==> config.mk <==
export PLATFORM = sky130hd
export DESIGN_NAME = c_subset_lexer_flat
export DESIGN_NICKNAME = d
export VERILOG_FILES = /design/src/rtl/clx_pkg.sv /design/src/rtl/clx_ifs.sv /design/src/rtl/clx_scan.sv /design/src/rtl/clx_rsp_fifo.sv /design/src/rtl/c_subset_lexer.sv /design/src/flat_wrapper.sv
export VERILOG_INCLUDE_DIRS = /design/src /design/src/rtl
export SDC_FILE = /design/constraint.sdc
export NUM_CORES = 1
export LEC_CHECK = 0
export BUFFER_PORTS_ARGS = -buffer_cell sky130_fd_sc_hd__buf_2
export CORE_MARGIN = 4
export CORE_UTILIZATION = 40
export DETAILED_ROUTE_END_ITERATION = 7
export PLACE_DENSITY = 0.6
export SKIP_LAST_GASP = 1
export SYNTH_ARGS = -nofsm -noshare
export SYNTH_HDL_FRONTEND = slang
export SYNTH_SLANG_ARGS = --single-unit
export TNS_END_PERCENT = 30
==> constraint.sdc <==
create_clock -name clock -period 8.3 [get_ports clock]
set_input_delay 0.83 -clock clock [delete_from_list [all_inputs] [get_ports clock]]
set_output_delay 0.83 -clock clock [all_outputs]
set_load 0.05 [all_outputs]
==> src/rtl/assert_macros.svh <==
// assertion macros shared by the lexer rtl
// no dependencies
`ifndef ASSERT_MACROS_SVH
`define ASSERT_MACROS_SVH

// implication checked in the same cycle
`define CLX_ASSERT_IMP(lbl, clk, rst, ante, cons) \
   lbl: assert property (@(posedge clk) disable iff (rst) (ante) |-> (cons)) \
      else $error("lexer assertion failed");

// implication checked in the next cycle
`define CLX_ASSERT_NXT(lbl, clk, rst, ante, cons) \
   lbl: assert property (@(posedge clk) disable iff (rst) (ante) |=> (cons)) \
      else $error("lexer assertion failed");

`endif

==> src/rtl/clx_pkg.sv <==
// types, codes and keyword table of the c subset lexer
// no dependencies
package clx_pkg;

   typedef enum logic [3:0] {
      MODE_IDLE, MODE_IDENT, MODE_INT, MODE_FRAC, MODE_MINUS, MODE_SLASH,
      MODE_LT, MODE_GT, MODE_EQ, MODE_BANG, MODE_LINE, MODE_BLOCK, MODE_STAR
   } mode_type;

   localparam logic [2:0] CLS_END   = 3'd0;
   localparam logic [2:0] CLS_KW    = 3'd1;
   localparam logic [2:0] CLS_ID    = 3'd2;
   localparam logic [2:0] CLS_INT   = 3'd3;
   localparam logic [2:0] CLS_REAL  = 3'd4;
   localparam logic [2:0] CLS_OP    = 3'd5;
   localparam logic [2:0] CLS_ERR   = 3'd6;

   localparam logic [4:0] OP_PLUS   = 5'd0;
   localparam logic [4:0] OP_MINUS  = 5'd1;
   localparam logic [4:0] OP_STAR   = 5'd2;
   localparam logic [4:0] OP_SLASH  = 5'd3;
   localparam logic [4:0] OP_COLON  = 5'd4;
   localparam logic [4:0] OP_ASSIGN = 5'd5;
   localparam logic [4:0] OP_LT     = 5'd6;
   localparam logic [4:0] OP_NE     = 5'd7;
   localparam logic [4:0] OP_LE     = 5'd8;
   localparam logic [4:0] OP_GT     = 5'd9;
   localparam logic [4:0] OP_GE     = 5'd10;
   localparam logic [4:0] OP_EQ     = 5'd11;
   localparam logic [4:0] OP_NOT    = 5'd12;
   localparam logic [4:0] OP_SEMI   = 5'd13;
   localparam logic [4:0] OP_COMMA  = 5'd14;
   localparam logic [4:0] OP_LBRACE = 5'd15;
   localparam logic [4:0] OP_RBRACE = 5'd16;
   localparam logic [4:0] OP_LPAREN = 5'd17;
   localparam logic [4:0] OP_RPAREN = 5'd18;
   localparam logic [4:0] OP_LBRACK = 5'd19;
   localparam logic [4:0] OP_RBRACK = 5'd20;
   localparam logic [4:0] OP_HASH   = 5'd21;
   localparam logic [4:0] OP_QUOTE  = 5'd22;
   localparam logic [4:0] OP_DOT    = 5'd23;
   localparam logic [4:0] OP_PCT    = 5'd24;
   localparam logic [4:0] OP_AMP    = 5'd25;
   localparam logic [4:0] OP_BAR    = 5'd26;

   localparam int          MAX_IDENT_LEN = 8;
   localparam int          KEYWORD_COUNT = 17;
   localparam logic [31:0] NUM_LIMIT     = 32'd2147483647;
   localparam logic [3:0]  FRAC_LIMIT    = 4'd10;

   typedef struct packed {
      logic [2:0]  token_class;
      logic [4:0]  keyword_index;
      logic [4:0]  op_code;
      logic [63:0] ident_text;
      logic [3:0]  ident_length;
      logic [31:0] number_value;
      logic [3:0]  frac_digits;
      logic [15:0] line_number;
      logic        last;
   } tok_type;

   // words are right aligned, first character in the highest used byte
   localparam logic [63:0] KW_TEXT [KEYWORD_COUNT] = '{
      64'("main"), 64'("return"), 64'("void"), 64'("int"), 64'("double"),
      64'("char"), 64'("bool"), 64'("if"), 64'("else"), 64'("while"),
      64'("for"), 64'("break"), 64'("continue"), 64'("true"), 64'("false"),
      64'("read"), 64'("write")
   };
   localparam logic [3:0] KW_LEN [KEYWORD_COUNT] = '{
      4'd4, 4'd6, 4'd4, 4'd3, 4'd6, 4'd4, 4'd4, 4'd2, 4'd4, 4'd5,
      4'd3, 4'd5, 4'd8, 4'd4, 4'd5, 4'd4, 4'd5
   };

   // returns {hit, index}; lowest matching entry wins
   function automatic logic [5:0] kw_match(input logic [63:0] text, input logic [3:0] len);
      logic [5:0] res;
      logic       same;
      logic [3:0] pos;
      res = '0;
      for (int i = KEYWORD_COUNT - 1; i >= 0; i--) begin
         same = (KW_LEN[i] == len);
         for (int j = 0; j < MAX_IDENT_LEN; j++) begin
            pos = 4'(KW_LEN[i] - 4'(j + 1));
            if (4'(j) < len && text[8*j +: 8] != KW_TEXT[i][8*pos[2:0] +: 8]) begin
               same = 1'b0;
            end
         end
         if (same) begin
            res = {1'b1, 5'(i)};
         end
      end
      return res;
   endfunction

endpackage

==> src/rtl/clx_ifs.sv <==
// request and response channel interfaces of the lexer
// depends on nothing; fields follow the token layout in clx_pkg
interface clx_req_if;
   logic       valid;
   logic       ready;
   logic [7:0] in_byte;
   logic       end_of_input;
   modport source (output valid, output in_byte, output end_of_input, input ready);
   modport sink (input valid, input in_byte, input end_of_input, output ready);
endinterface

interface clx_rsp_if;
   logic        valid;
   logic        ready;
   logic [2:0]  token_class;
   logic [4:0]  keyword_index;
   logic [4:0]  op_code;
   logic [63:0] ident_text;
   logic [3:0]  ident_length;
   logic signed [31:0] number_value;
   logic [3:0]  frac_digits;
   logic [15:0] line_number;
   logic        last;
   modport source (output valid, output token_class, output keyword_index, output op_code,
                   output ident_text, output ident_length, output number_value,
                   output frac_digits, output line_number, output last, input ready);
   modport sink (input valid, input token_class, input keyword_index, input op_code,
                 input ident_text, input ident_length, input number_value,
                 input frac_digits, input line_number, input last, output ready);
endinterface

==> src/rtl/clx_scan.sv <==
// scanner state and token generation, up to two tokens per request byte
// depends on clx_pkg and assert_macros.svh
`include "assert_macros.svh"
module clx_scan (
   input  logic              clock,
   input  logic              reset,
   input  logic              take,
   input  logic [7:0]        in_byte,
   input  logic              end_of_input,
   output logic              tok0_valid,
   output logic              tok1_valid,
   output clx_pkg::tok_type  tok0,
   output clx_pkg::tok_type  tok1
);

   clx_pkg::mode_type mode_ff, mode_in;
   logic [63:0] buf_ff, buf_in;
   logic [3:0]  cnt_ff, cnt_in;
   logic [31:0] acc_ff, acc_in;
   logic [3:0]  frac_ff, frac_in;
   logic        neg_ff, neg_in, ovf_ff, ovf_in, pdig_ff, pdig_in;
   logic [15:0] line_ff, line_in;

   logic             is_dig, is_let, redo, ta_v, tb_v;
   logic [3:0]       dval;
   logic [35:0]      mac;
   logic [5:0]       kw;
   clx_pkg::tok_type blank, ta, tb, fl;
   logic             fl_v;

   assign is_dig = (in_byte >= "0") && (in_byte <= "9");
   assign is_let = ((in_byte >= "a") && (in_byte <= "z")) || ((in_byte >= "A") && (in_byte <= "Z"));
   assign dval   = 4'(in_byte - "0");
   assign mac    = {1'b0, acc_ff, 3'b000} + {3'b000, acc_ff, 1'b0} + {32'd0, dval};
   assign kw     = clx_pkg::kw_match(buf_ff, cnt_ff);

   always_comb begin
      blank = '0;
      blank.line_number = line_ff;
   end

   // token held by the current mode
   always_comb begin
      fl   = blank;
      fl_v = 1'b1;
      case (mode_ff)
         clx_pkg::MODE_IDENT: begin
            if (cnt_ff > 4'(clx_pkg::MAX_IDENT_LEN)) begin
               fl.token_class = clx_pkg::CLS_ERR;
            end else if (kw[5]) begin
               fl.token_class   = clx_pkg::CLS_KW;
               fl.keyword_index = kw[4:0];
            end else begin
               fl.token_class  = clx_pkg::CLS_ID;
               fl.ident_text   = buf_ff;
               fl.ident_length = cnt_ff;
            end
         end
         clx_pkg::MODE_INT, clx_pkg::MODE_FRAC: begin
            if (ovf_ff) begin
               fl.token_class = clx_pkg::CLS_ERR;
            end else begin
               fl.number_value = neg_ff ? (32'd0 - acc_ff) : acc_ff;
               if (mode_ff == clx_pkg::MODE_INT) begin
                  fl.token_class = clx_pkg::CLS_INT;
               end else begin
                  fl.token_class = clx_pkg::CLS_REAL;
                  fl.frac_digits = frac_ff;
               end
            end
         end
         clx_pkg::MODE_MINUS: begin fl.token_class = clx_pkg::CLS_OP; fl.op_code = clx_pkg::OP_MINUS; end
         clx_pkg::MODE_SLASH: begin fl.token_class = clx_pkg::CLS_OP; fl.op_code = clx_pkg::OP_SLASH; end
         clx_pkg::MODE_LT: begin fl.token_class = clx_pkg::CLS_OP; fl.op_code = clx_pkg::OP_LT; end
         clx_pkg::MODE_GT: begin fl.token_class = clx_pkg::CLS_OP; fl.op_code = clx_pkg::OP_GT; end
         clx_pkg::MODE_EQ: begin fl.token_class = clx_pkg::CLS_OP; fl.op_code = clx_pkg::OP_ASSIGN; end
         clx_pkg::MODE_BANG: begin fl.token_class = clx_pkg::CLS_OP; fl.op_code = clx_pkg::OP_NOT; end
         default: fl_v = 1'b0;
      endcase
   end

   always_comb begin
      mode_in = mode_ff;
      buf_in  = buf_ff;
      cnt_in  = cnt_ff;
      acc_in  = acc_ff;
      frac_in = frac_ff;
      neg_in  = neg_ff;
      ovf_in  = ovf_ff;
      line_in = line_ff;
      pdig_in = is_dig;
      redo    = 1'b0;
      ta_v    = 1'b0;
      ta      = blank;
      tb_v    = 1'b0;
      tb      = blank;

      if (end_of_input) begin
         ta_v    = fl_v;
         ta      = fl;
         tb_v    = 1'b1;
         tb.token_class = clx_pkg::CLS_END;
         mode_in = clx_pkg::MODE_IDLE;
         buf_in  = '0;
         cnt_in  = '0;
         acc_in  = '0;
         frac_in = '0;
         neg_in  = 1'b0;
         ovf_in  = 1'b0;
         pdig_in = 1'b0;
         line_in = 16'd1;
      end else begin
         case (mode_ff)
            clx_pkg::MODE_IDENT: begin
               if (is_let || is_dig || in_byte == "_") begin
                  if (cnt_ff < 4'(clx_pkg::MAX_IDENT_LEN)) begin
                     buf_in[8*cnt_ff[2:0] +: 8] = in_byte;
                     cnt_in = cnt_ff + 4'd1;
                  end else begin
                     cnt_in = 4'(clx_pkg::MAX_IDENT_LEN + 1);
                  end
               end else begin
                  redo = 1'b1;
               end
            end
            clx_pkg::MODE_INT: begin
               if (is_dig) begin
                  if (mac > {4'd0, clx_pkg::NUM_LIMIT}) ovf_in = 1'b1;
                  else acc_in = mac[31:0];
               end else if (in_byte == ".") begin
                  mode_in = clx_pkg::MODE_FRAC;
               end else begin
                  redo = 1'b1;
               end
            end
            clx_pkg::MODE_FRAC: begin
               if (is_dig) begin
                  if (frac_ff >= clx_pkg::FRAC_LIMIT) begin
                     ovf_in = 1'b1;
                  end else begin
                     frac_in = frac_ff + 4'd1;
                     if (mac > {4'd0, clx_pkg::NUM_LIMIT}) ovf_in = 1'b1;
                     else acc_in = mac[31:0];
                  end
               end else begin
                  redo = 1'b1;
               end
            end
            clx_pkg::MODE_MINUS: begin
               if (is_dig) begin
                  mode_in = clx_pkg::MODE_INT;
                  acc_in  = {28'd0, dval};
                  frac_in = '0;
                  neg_in  = 1'b1;
                  ovf_in  = 1'b0;
               end else begin
                  redo = 1'b1;
               end
            end
            clx_pkg::MODE_SLASH: begin
               if (in_byte == "/") mode_in = clx_pkg::MODE_LINE;
               else if (in_byte == "*") mode_in = clx_pkg::MODE_BLOCK;
               else redo = 1'b1;
            end
            clx_pkg::MODE_LT, clx_pkg::MODE_GT, clx_pkg::MODE_EQ, clx_pkg::MODE_BANG: begin
               if (in_byte == "=") begin
                  ta_v = 1'b1;
                  ta.token_class = clx_pkg::CLS_OP;
                  case (mode_ff)
                     clx_pkg::MODE_LT: ta.op_code = clx_pkg::OP_LE;
                     clx_pkg::MODE_GT: ta.op_code = clx_pkg::OP_GE;
                     clx_pkg::MODE_EQ: ta.op_code = clx_pkg::OP_EQ;
                     default: ta.op_code = clx_pkg::OP_NE;
                  endcase
                  mode_in = clx_pkg::MODE_IDLE;
               end else begin
                  redo = 1'b1;
               end
            end
            clx_pkg::MODE_LINE: begin
               if (in_byte == "\n") begin
                  if (line_ff != 16'hFFFF) line_in = line_ff + 16'd1;
                  mode_in = clx_pkg::MODE_IDLE;
               end
            end
            clx_pkg::MODE_BLOCK: begin
               if (in_byte == "*") mode_in = clx_pkg::MODE_STAR;
               else if (in_byte == "\n" && line_ff != 16'hFFFF) line_in = line_ff + 16'd1;
            end
            clx_pkg::MODE_STAR: begin
               if (in_byte == "/") begin
                  mode_in = clx_pkg::MODE_IDLE;
               end else if (in_byte == "\n") begin
                  if (line_ff != 16'hFFFF) line_in = line_ff + 16'd1;
                  mode_in = clx_pkg::MODE_BLOCK;
               end else if (in_byte != "*") begin
                  mode_in = clx_pkg::MODE_BLOCK;
               end
            end
            default: redo = 1'b1;
         endcase

         // pending token ends here; emit it and rescan the byte from idle
         if (redo) begin
            ta_v    = fl_v;
            ta      = fl;
            mode_in = clx_pkg::MODE_IDLE;
            if (in_byte == " " || in_byte == "\t") begin
               mode_in = clx_pkg::MODE_IDLE;
            end else if (in_byte == "\n") begin
               if (line_ff != 16'hFFFF) line_in = line_ff + 16'd1;
            end else if (is_let) begin
               mode_in = clx_pkg::MODE_IDENT;
               buf_in  = {56'd0, in_byte};
               cnt_in  = 4'd1;
            end else if (is_dig) begin
               mode_in = clx_pkg::MODE_INT;
               acc_in  = {28'd0, dval};
               frac_in = '0;
               neg_in  = 1'b0;
               ovf_in  = 1'b0;
            end else if (in_byte == "-") begin
               if (pdig_ff) begin
                  tb_v = 1'b1;
                  tb.token_class = clx_pkg::CLS_OP;
                  tb.op_code = clx_pkg::OP_MINUS;
               end else begin
                  mode_in = clx_pkg::MODE_MINUS;
               end
            end else if (in_byte == "/") begin
               mode_in = clx_pkg::MODE_SLASH;
            end else if (in_byte == "<") begin
               mode_in = clx_pkg::MODE_LT;
            end else if (in_byte == ">") begin
               mode_in = clx_pkg::MODE_GT;
            end else if (in_byte == "=") begin
               mode_in = clx_pkg::MODE_EQ;
            end else if (in_byte == "!") begin
               mode_in = clx_pkg::MODE_BANG;
            end else begin
               tb_v = 1'b1;
               tb.token_class = clx_pkg::CLS_OP;
               case (in_byte)
                  "+": tb.op_code = clx_pkg::OP_PLUS;
                  "*": tb.op_code = clx_pkg::OP_STAR;
                  ":": tb.op_code = clx_pkg::OP_COLON;
                  ";": tb.op_code = clx_pkg::OP_SEMI;
                  ",": tb.op_code = clx_pkg::OP_COMMA;
                  "{": tb.op_code = clx_pkg::OP_LBRACE;
                  "}": tb.op_code = clx_pkg::OP_RBRACE;
                  "(": tb.op_code = clx_pkg::OP_LPAREN;
                  ")": tb.op_code = clx_pkg::OP_RPAREN;
                  "[": tb.op_code = clx_pkg::OP_LBRACK;
                  "]": tb.op_code = clx_pkg::OP_RBRACK;
                  "#": tb.op_code = clx_pkg::OP_HASH;
                  "\"": tb.op_code = clx_pkg::OP_QUOTE;
                  ".": tb.op_code = clx_pkg::OP_DOT;
                  "%": tb.op_code = clx_pkg::OP_PCT;
                  "&": tb.op_code = clx_pkg::OP_AMP;
                  "|": tb.op_code = clx_pkg::OP_BAR;
                  default: tb.token_class = clx_pkg::CLS_ERR;
               endcase
            end
         end
      end
   end

   // pack into slots, first token always in slot zero
   always_comb begin
      tok0       = ta_v ? ta : tb;
      tok1       = tb;
      tok0_valid = ta_v || tb_v;
      tok1_valid = ta_v && tb_v;
      if (tok1_valid) tok1.last = 1'b1;
      else tok0.last = 1'b1;
   end

   always_ff @(posedge clock) begin
      if (reset) begin
         mode_ff <= clx_pkg::MODE_IDLE;
         buf_ff  <= '0;
         cnt_ff  <= '0;
         acc_ff  <= '0;
         frac_ff <= '0;
         neg_ff  <= 1'b0;
         ovf_ff  <= 1'b0;
         pdig_ff <= 1'b0;
         line_ff <= 16'd1;
      end else if (take) begin
         mode_ff <= mode_in;
         buf_ff  <= buf_in;
         cnt_ff  <= cnt_in;
         acc_ff  <= acc_in;
         frac_ff <= frac_in;
         neg_ff  <= neg_in;
         ovf_ff  <= ovf_in;
         pdig_ff <= pdig_in;
         line_ff <= line_in;
      end
   end

   `CLX_ASSERT_NXT(a_eoi_idle, clock, reset, take && end_of_input, mode_ff == clx_pkg::MODE_IDLE && line_ff == 16'd1)
   `CLX_ASSERT_IMP(a_line_nonzero, clock, reset, 1'b1, line_ff != 16'd0)
   `CLX_ASSERT_IMP(a_eoi_ends, clock, reset, end_of_input, tok0_valid && (tok1_valid ? tok1.token_class == clx_pkg::CLS_END : tok0.token_class == clx_pkg::CLS_END))

endmodule

==> src/rtl/clx_rsp_fifo.sv <==
// four entry token queue between scanner and response channel, two writes per cycle
// depends on clx_pkg and assert_macros.svh
`include "assert_macros.svh"
module clx_rsp_fifo (
   input  logic              clock,
   input  logic              reset,
   input  logic              push0,
   input  logic              push1,
   input  clx_pkg::tok_type  wdata0,
   input  clx_pkg::tok_type  wdata1,
   output logic              room2,
   output logic              out_valid,
   input  logic              out_pop,
   output clx_pkg::tok_type  rdata
);

   clx_pkg::tok_type mem_ff [4];
   logic [1:0] wr_ff, wr_in, rd_ff, rd_in;
   logic [2:0] cnt_ff, cnt_in;
   logic       pop;

   assign room2     = (cnt_ff <= 3'd2);
   assign out_valid = (cnt_ff != 3'd0);
   assign pop       = out_valid && out_pop;
   assign rdata     = mem_ff[rd_ff];

   always_comb begin
      wr_in  = wr_ff + 2'(push0) + 2'(push1);
      rd_in  = rd_ff + 2'(pop);
      cnt_in = cnt_ff + 3'(push0) + 3'(push1) - 3'(pop);
   end

   always_ff @(posedge clock) begin
      if (push0) mem_ff[wr_ff] <= wdata0;
      if (push1) mem_ff[wr_ff + 2'd1] <= wdata1;
   end

   always_ff @(posedge clock) begin
      if (reset) begin
         wr_ff  <= '0;
         rd_ff  <= '0;
         cnt_ff <= '0;
      end else begin
         wr_ff  <= wr_in;
         rd_ff  <= rd_in;
         cnt_ff <= cnt_in;
      end
   end

   `CLX_ASSERT_IMP(a_cnt_max, clock, reset, 1'b1, cnt_ff <= 3'd4)
   `CLX_ASSERT_IMP(a_ptr_gap, clock, reset, 1'b1, 2'(wr_ff - rd_ff) == cnt_ff[1:0])
   `CLX_ASSERT_IMP(a_push_room, clock, reset, push1, push0 && cnt_ff <= 3'd2)

endmodule

==> src/rtl/c_subset_lexer.sv <==
// Streaming lexer for a small C subset: one source byte (or an end marker) per
// request, tokens out on the response channel. A request is taken every cycle
// while the four-entry token queue has room for two tokens; the scanner state is
// updated in the same cycle, so the sustained rate is one byte per clock while
// the queue has room; the byte that completes a token writes it into the queue.
// A byte may emit up to two tokens; the final token of each byte has last set.
// Response stalls back up into the request side once three tokens are queued.
// top level; depends on clx_pkg, clx_ifs, clx_scan and clx_rsp_fifo
module c_subset_lexer (
   input logic      clock,
   input logic      reset,
   clx_req_if.sink  req_bus,
   clx_rsp_if.source rsp_bus
);

   logic             take, t0v, t1v, room;
   clx_pkg::tok_type t0, t1, head;

   assign req_bus.ready = room;
   assign take          = req_bus.valid && room;

   clx_scan u_scan (
      .clock        (clock),
      .reset        (reset),
      .take         (take),
      .in_byte      (req_bus.in_byte),
      .end_of_input (req_bus.end_of_input),
      .tok0_valid   (t0v),
      .tok1_valid   (t1v),
      .tok0         (t0),
      .tok1         (t1)
   );

   clx_rsp_fifo u_fifo (
      .clock          (clock),
      .reset          (reset),
      .push0          (take && t0v),
      .push1          (take && t1v),
      .wdata0         (t0),
      .wdata1         (t1),
      .room2          (room),
      .out_valid      (rsp_bus.valid),
      .out_pop        (rsp_bus.ready),
      .rdata          (head)
   );

   assign rsp_bus.token_class   = head.token_class;
   assign rsp_bus.keyword_index = head.keyword_index;
   assign rsp_bus.op_code       = head.op_code;
   assign rsp_bus.ident_text    = head.ident_text;
   assign rsp_bus.ident_length  = head.ident_length;
   assign rsp_bus.number_value  = head.number_value;
   assign rsp_bus.frac_digits   = head.frac_digits;
   assign rsp_bus.line_number   = head.line_number;
   assign rsp_bus.last          = head.last;

endmodule
==> src/flat_wrapper.sv <==
// flat-port wrapper written by rule: the top's interface ports become plain ports
module c_subset_lexer_flat 
  (clock, reset, req_bus_valid, req_bus_in_byte, req_bus_end_of_input, req_bus_ready, rsp_bus_valid, rsp_bus_token_class, rsp_bus_keyword_index, rsp_bus_op_code, rsp_bus_ident_text, rsp_bus_ident_length, rsp_bus_number_value, rsp_bus_frac_digits, rsp_bus_line_number, rsp_bus_last, rsp_bus_ready);
  clx_req_if req_bus_i ();
  clx_rsp_if rsp_bus_i ();
  input logic clock;
  input logic reset;
  input wire logic [$bits(req_bus_i.valid)-1:0] req_bus_valid;
  input wire logic [$bits(req_bus_i.in_byte)-1:0] req_bus_in_byte;
  input wire logic [$bits(req_bus_i.end_of_input)-1:0] req_bus_end_of_input;
  output wire logic [$bits(req_bus_i.ready)-1:0] req_bus_ready;
  output wire logic [$bits(rsp_bus_i.valid)-1:0] rsp_bus_valid;
  output wire logic [$bits(rsp_bus_i.token_class)-1:0] rsp_bus_token_class;
  output wire logic [$bits(rsp_bus_i.keyword_index)-1:0] rsp_bus_keyword_index;
  output wire logic [$bits(rsp_bus_i.op_code)-1:0] rsp_bus_op_code;
  output wire logic [$bits(rsp_bus_i.ident_text)-1:0] rsp_bus_ident_text;
  output wire logic [$bits(rsp_bus_i.ident_length)-1:0] rsp_bus_ident_length;
  output wire logic [$bits(rsp_bus_i.number_value)-1:0] rsp_bus_number_value;
  output wire logic [$bits(rsp_bus_i.frac_digits)-1:0] rsp_bus_frac_digits;
  output wire logic [$bits(rsp_bus_i.line_number)-1:0] rsp_bus_line_number;
  output wire logic [$bits(rsp_bus_i.last)-1:0] rsp_bus_last;
  input wire logic [$bits(rsp_bus_i.ready)-1:0] rsp_bus_ready;
  assign req_bus_i.valid = req_bus_valid;
  assign req_bus_i.in_byte = req_bus_in_byte;
  assign req_bus_i.end_of_input = req_bus_end_of_input;
  assign req_bus_ready = req_bus_i.ready;
  assign rsp_bus_valid = rsp_bus_i.valid;
  assign rsp_bus_token_class = rsp_bus_i.token_class;
  assign rsp_bus_keyword_index = rsp_bus_i.keyword_index;
  assign rsp_bus_op_code = rsp_bus_i.op_code;
  assign rsp_bus_ident_text = rsp_bus_i.ident_text;
  assign rsp_bus_ident_length = rsp_bus_i.ident_length;
  assign rsp_bus_number_value = rsp_bus_i.number_value;
  assign rsp_bus_frac_digits = rsp_bus_i.frac_digits;
  assign rsp_bus_line_number = rsp_bus_i.line_number;
  assign rsp_bus_last = rsp_bus_i.last;
  assign rsp_bus_i.ready = rsp_bus_ready;
  c_subset_lexer u_core (.clock(clock), .reset(reset), .req_bus(req_bus_i), .rsp_bus(rsp_bus_i));
endmodule
==> results of run 1 <==
[metrics by stage]
step / util [%] / total power [mW]
3_3_place_gp: 41.9 / 4.96
6_report: 45.1 / 8.29
2_1_floorplan: - / 4.54
3_5_place_dp: 41.9 / 4.97
4_1_cts: 45.1 / 8.36
5_1_grt: 45.1 / 8.57
[critical path, stage by stage]
cell and delay (ns):
buf_2 0.53, nand2_1 0.42, or3_1 0.51, a32oi_1 0.39, nand4_1 0.63, nand2_1 0.69, a211oi_2 0.20, nor2_4 0.48
buf_4 0.73, nor2b_1 0.13
[sequential cells by signal, summed over array words and instances (netlist names), 2 cells and up]
signal                 count
u_core.u_scan.buf_ff      64
u_core.u_scan.line_ff     16
u_core.u_fifo.rd_ff        2
u_core.u_fifo.wr_ff        2
u_core.u_scan.frac_ff      4
u_core.u_scan.mode_ff      4
u_core.u_scan.acc_ff      32
u_core.u_fifo.cnt_ff       3
u_core.u_scan.cnt_ff       4
u_core.u_fifo.mem_ff     536
[worst max path at each step]
stage                             from                         end  slack [ns]  depth (start not counted)
finish              req_bus_in_byte[2]  u_core.u_fifo.mem_ff[2][4]        3.03                         10
global route        req_bus_in_byte[2]  u_core.u_fifo.mem_ff[2][4]        2.79                         10
CTS                 req_bus_in_byte[2]  u_core.u_fifo.mem_ff[2][4]        3.19                         10
detailed placement  req_bus_in_byte[2]  u_core.u_fifo.mem_ff[2][4]        2.57                         10
global placement    req_bus_in_byte[2]     u_core.u_fifo.cnt_ff[2]        2.70                         14
floorplan           req_bus_in_byte[4]     u_core.u_fifo.cnt_ff[2]        3.87                         16
[cells by family after synthesis]
family / synth area share, %
buffers and inverters: 4.14
muxes: 9.51
DFF: 45.3
and+or+nand+nor: 12.6
xor gates and xnor gates: 1.68
adders and majority gates: 3.22
AOI/OAI and AO/OA: 23.6
[layout make-up]
class,instances,share of cell area (%)
antenna,1,0.00702
clock buffer,109,6.14
clock inverter,25,1.01
inverter,42,0.442
timing repair buffer,177,2.77
multi-input combinational,2013,45.5
sequential,670,40.4
tap,1050,3.68
[power by group]
part,internal [mW],switching [mW]
sequential,3.39,0.0872
combinational,0.382,1.04
clock,2.01,1.39
[layer usage]
metal | vias up | track usage [%] | part of all wire [%]
met2 | 988 | 37.5 | 47
met1 | 12897 | 30.9 | 44
met4 | 0 | 6.67 | 2.7
met3 | 178 | 3.46 | 6.3
li1 | 11550 | - | -
met5 | - | 0 | 0
[synthesized netlist by cell type (all sizes together), types with 37 or more instances]
cell / instances
xor2: 37
o21ai: 129
nor2b: 90
a21oi: 122
a22o: 407
clkbuf: 112
a22oi: 64
nor2: 197
inv: 40
buf: 138
mux4: 134
nand2: 165
dfxtp: 570
ha: 74
edfxtp: 100
nor3: 49
nand3: 47
==> flow_metrics.tcl, run 1 <==
set metrics [dict create \
    run_status "completed" \
    reg2reg_setup_slack_ns 3.09 \
    r2r_start "u_core.u_scan.mode_ff[3]" \
    die_x_um 290 \
    final_common_cell "dfxtp_1" \
    syn_to_final_growth_pct 11.9 \
    fin_area_mm2 0.0357 \
    p_per_area_mw_per_mm2 233 \
    worstPathMaxFanout 55 \
    drt_first_iter_violations 2451 \
    ir_drop_uv 180 \
    wire_per_inst_um 24.2 \
    core_area_mm2 0.0790 \
    grt_pass1_wl_um 154000 \
    rsz0062_at_grt "no" \
    min_path_type "reg -> reg" \
    setup_violations 0 \
    globalplace.congestion 0.914 \
    netlist_area_mm2 0.0319 \
    grt_pass1_vias 25762 \
    yosysWarnings 0 \
    startpoint_type "primary input" \
    dp.final_hpwl_um 63700 \
    post-route-min-period_ns 5.27 \
    n_fill_cell 7163 \
    hp-start "u_core.u_fifo.mem_ff[3][21]" \
    seqCellArea_mm2 0.0144 \
    nNetsFinal 3070 \
    htree_levels 3 \
    final_hold_viol_count 0 \
    viasPerCell 6.27 \
    synth.avg_cell_area_um2 10.7 \
    overflow 0 \
    drc 0 \
    clock_latency_ns 0.64 \
    worstReg2RegEnd "u_core.u_fifo.cnt_ff[2]" \
    final_cells 4087 \
    antenna_found_initial 0 \
    post-place-ws_ns 2.57 \
    die_h_um 290 \
    fin_tns_setup_ns 0 \
    p_leak_nw 13.1 \
    tightest_slew_ns 1.23 \
    path_clk_slew_ns 0.06 \
    routed_wl_um 98800 \
    final.period_utilization_pct 63.4 \
    row_count 103 \
    fmax_mhz 190 \
    mostFrequentLayoutCells "dfxtp_1 (568), a22o_1 (407), nor2_1 (195), nand2_1 (164), buf_2 (147)" \
    rr_worst_depth 13 \
    postCtsHoldBufs 0 \
    hold_depth 2 \
    yosys.area.top_type "dfxtp_1" \
    crit_arrival_ns 5.59 \
    drt_first_pass_iters 6 \
    cts_resized 0 \
    drive_above_1_share_pct 15.8 \
    synthCells 2975 \
    ys_top_cells_by_area "dfxtp_1 (36%), a22o_1 (11%), mux4_2 (9.5%)" \
    dp.cells 3952 \
    port_buffers 148 \
    yosys.cell_types.count 103 \
    ys_seq_elements 670 \
    whs_ns 0.449 \
    grt_use_total_pct 22.7 \
    ys_seq_area_share_pct 45.3 \
    slew_violations 0 \
    min_to "u_core.u_fifo.mem_ff[3][21]" \
    synth_edf_count 100 \
    die_area_mm2 0.0842 \
    maxCapViolCount 0 \
    cts_buffers 74 \
    ys.flop_type "dfxtp_1" \
    maxSlewHeadroom_pct 17.9 \
    worstSetupPathType "in -> reg" \
    syn-num-nets 3067 \
    post_cts_buffers 0 \
    grt_max_degree 126 \
    clock_tree.buffer_depth 3 \
    skew_ns 0.0351 \
    initial_core_util_pct 40.3 \
    setup_ws_ns 3.03 \
    cts_root_buffer "clkbuf_16" \
    multiInputGateArea_mm2 0.0162 \
    async_flop_share_pct 0 \
    yosysTopAreaCellShare_pct 35.8 \
    detail-route-antenna-nets 0 \
    end_kind "flop" \
    cts_tree "built" \
    clock-sinks 670 \
    crit_required_ns 8.63 \
    num_vias 25613 \
    placed_area_mm2 0.0331 \
    num_io_pins 149 \
]
Note: power is estimated with default switching activity, not from simulation.
==> inputs of run 2 (changes only) <==
==> constraint.sdc (replaced) <==
create_clock -name clock -period 5.15 [get_ports clock]
set_input_delay 0.515 -clock clock [delete_from_list [all_inputs] [get_ports clock]]
set_output_delay 0.515 -clock clock [all_outputs]
set_load 0.05 [all_outputs]
==> run 2 against run 1 <==
Clock skew fell by 0.011 ns. Highest routed layer is now met5. Clock-buffer cell count fell by 11. Flip-flop and latch count did not move. Core utilization rose by 0.67 points. Final cell count rose by 1.1%. Combinational power rose by 67%.
==> flow_metrics.tcl, run 2 (same netlist as run 1, synthesis figures left out) <==
set metrics [dict create \
    run_status "completed" \
    globalplace.congestion 0.919 \
    worstReg2RegEnd "u_core.u_fifo.mem_ff[2][61]" \
    drc 0 \
    routed_wl_um 100000 \
    row_count 103 \
    clock-sinks 670 \
    postLayoutCoreUtil_pct 45.8 \
    wire_per_inst_um 24.3 \
    setup_ws_ns 0.289 \
    largest_reg_flops 536 \
    min_path_type "in -> reg" \
    ir_drop_uv 246 \
    final_hold_viol_count 0 \
    clock_tree.buffer_depth 3 \
    cts_tree "built" \
    placed_area_mm2 0.0336 \
    end_kind "flop" \
    whs_ns 0.311 \
    fin_tns_setup_ns 0 \
    mostFrequentLayoutCells "dfxtp_1 (568), a22o_1 (407), nor2_1 (195), nand2_1 (164), buf_2 (147)" \
    htree_levels 3 \
    post_cts_buffers 0 \
    drt_first_iter_violations 2174 \
    topRoutingLayerUsed "met5" \
    rr_worst_depth 11 \
    hold_depth 2 \
    num_io_pins 149 \
    grt_use_total_pct 23.0 \
    detail-route-antenna-nets 0 \
    final_common_cell "dfxtp_1" \
    cts_resized 0 \
    r2r_start "u_core.u_scan.cnt_ff[1]" \
    final.period_utilization_pct 94.4 \
    core_area_mm2 0.0790 \
    die_h_um 290 \
    tightest_slew_ns 1.29 \
    met2_wirelength_um 46600 \
    drt_first_pass_iters 5 \
    startpoint "u_core.u_scan.cnt_ff[1]" \
    fmax_mhz 206 \
    min_to "u_core.u_scan.mode_ff[0]" \
    grt_pass1_wl_um 156000 \
    rsz0062_at_grt "no" \
    grt_max_degree 81 \
    total_power_mw 13.6 \
    port_buffers 148 \
    crit_arrival_ns 5.41 \
    nNetsFinal 3114 \
    fin_area_mm2 0.0362 \
    skew_ns 0.0236 \
    slew_violations 0 \
    clock_latency_ns 0.63 \
    met3WireLength_um 6590 \
    worstSetupPathType "reg -> reg" \
    overflow 0 \
    hp-start "reset" \
    p_per_area_mw_per_mm2 375 \
    largestRegisters "u_core.u_fifo.mem_ff: 536 flops, u_core.u_scan.buf_ff: 64 flops, u_core.u_scan.acc_ff: 32 flops" \
    maxCapViolCount 0 \
    antenna_found_initial 4 \
    viasPerCell 6.25 \
    grt_pass1_vias 25684 \
    post-place-ws_ns 0.406 \
    setup_violations 0 \
    postCtsHoldBufs 0 \
    die_x_um 290 \
    cts_root_buffer "clkbuf_16" \
    post-route-min-period_ns 4.86 \
    syn_to_final_growth_pct 13.6 \
    worstPathMaxFanout 49 \
    dp.final_hpwl_um 65000 \
    reg2reg_setup_slack_ns 0.29 \
    startpoint_type "flop" \
    dp.cells 3996 \
    path_clk_slew_ns 0.06 \
    largest_register "u_core.u_fifo.mem_ff" \
    initial_core_util_pct 40.3 \
    drt-met1-wl_um 44300 \
    cts_buffers 74 \
    crit_required_ns 5.70 \
    die_area_mm2 0.0842 \
    num_vias 25824 \
    p_leak_nw 13.4 \
    final_cells 4134 \
    drive_above_1_share_pct 17.3 \
    maxSlewHeadroom_pct 13.6 \
]
[run 2: cell types whose count changed in the layout (fill, tap and decap cells not counted), moves of 2 or more]
| cell | before | now |
|---|---|---|
| buf_12 | 2 | 14 |
| buf_4 | 28 | 60 |
| bufinv_16 | 5 | 7 |
| clkbuf_1 | 17 | 8 |
| clkinv_1 | 2 | 4 |
| clkinv_2 | 9 | 17 |
| clkinvlp_4 | 1 | 3 |
| inv_16 | 1 | 3 |
| inv_6 | 3 | 1 |
[run 2: routing by layer]
| metal | vias to the layer above | global-route usage [%] |
|---|---|---|
| met3 | 176 | 4.03 |
| met5 | - | 0 |
| li1 | 11622 | - |
| met4 | 2 | 7.02 |
| met2 | 961 | 37.5 |
| met1 | 13063 | 31.5 |
[run 2: worst max-delay path: stages (launching register included)]
cell     delay [ns]
dfxtp_1        0.55
ha_1           0.49
a21oi_1        0.14
a31oi_1        0.48
nor3_1         0.28
and4_1         0.24
or3_1          0.40
nor4_4         0.38
and3_1         0.74
and3_4         0.52
buf_12         0.33
a22o_1         0.18
[run 2: cell type report]
type | count | area [µm²]
Antenna cell | 2 | 5.00
Clock buffer | 98 | 2120
Clock inverter | 38 | 469
Fill cell | 7162 | 42800
Inverter | 42 | 158
Multi-Input combinational cell | 2013 | 16200
Sequential cell | 670 | 14400
Tap cell | 1050 | 1310
Timing Repair Buffer | 221 | 1470
[run 2: how the worst max path moves through the flow]
stage                                        to  cells after the start
CTS                 u_core.u_fifo.mem_ff[2][78]                     11
finish              u_core.u_fifo.mem_ff[2][61]                     11
global placement    u_core.u_fifo.mem_ff[2][73]                     11
floorplan               u_core.u_fifo.cnt_ff[2]                     16
detailed placement  u_core.u_fifo.mem_ff[2][76]                     11
global route        u_core.u_fifo.mem_ff[2][61]                     11
[run 2: power by group]
| group | internal, mW | switching, mW | total (mW) |
|---|---|---|---|
| Combinational | 0.677 | 1.70 | 2.37 |
| Clock | 3.30 | 2.29 | 5.59 |
| Sequential | 5.45 | 0.151 | 5.60 |
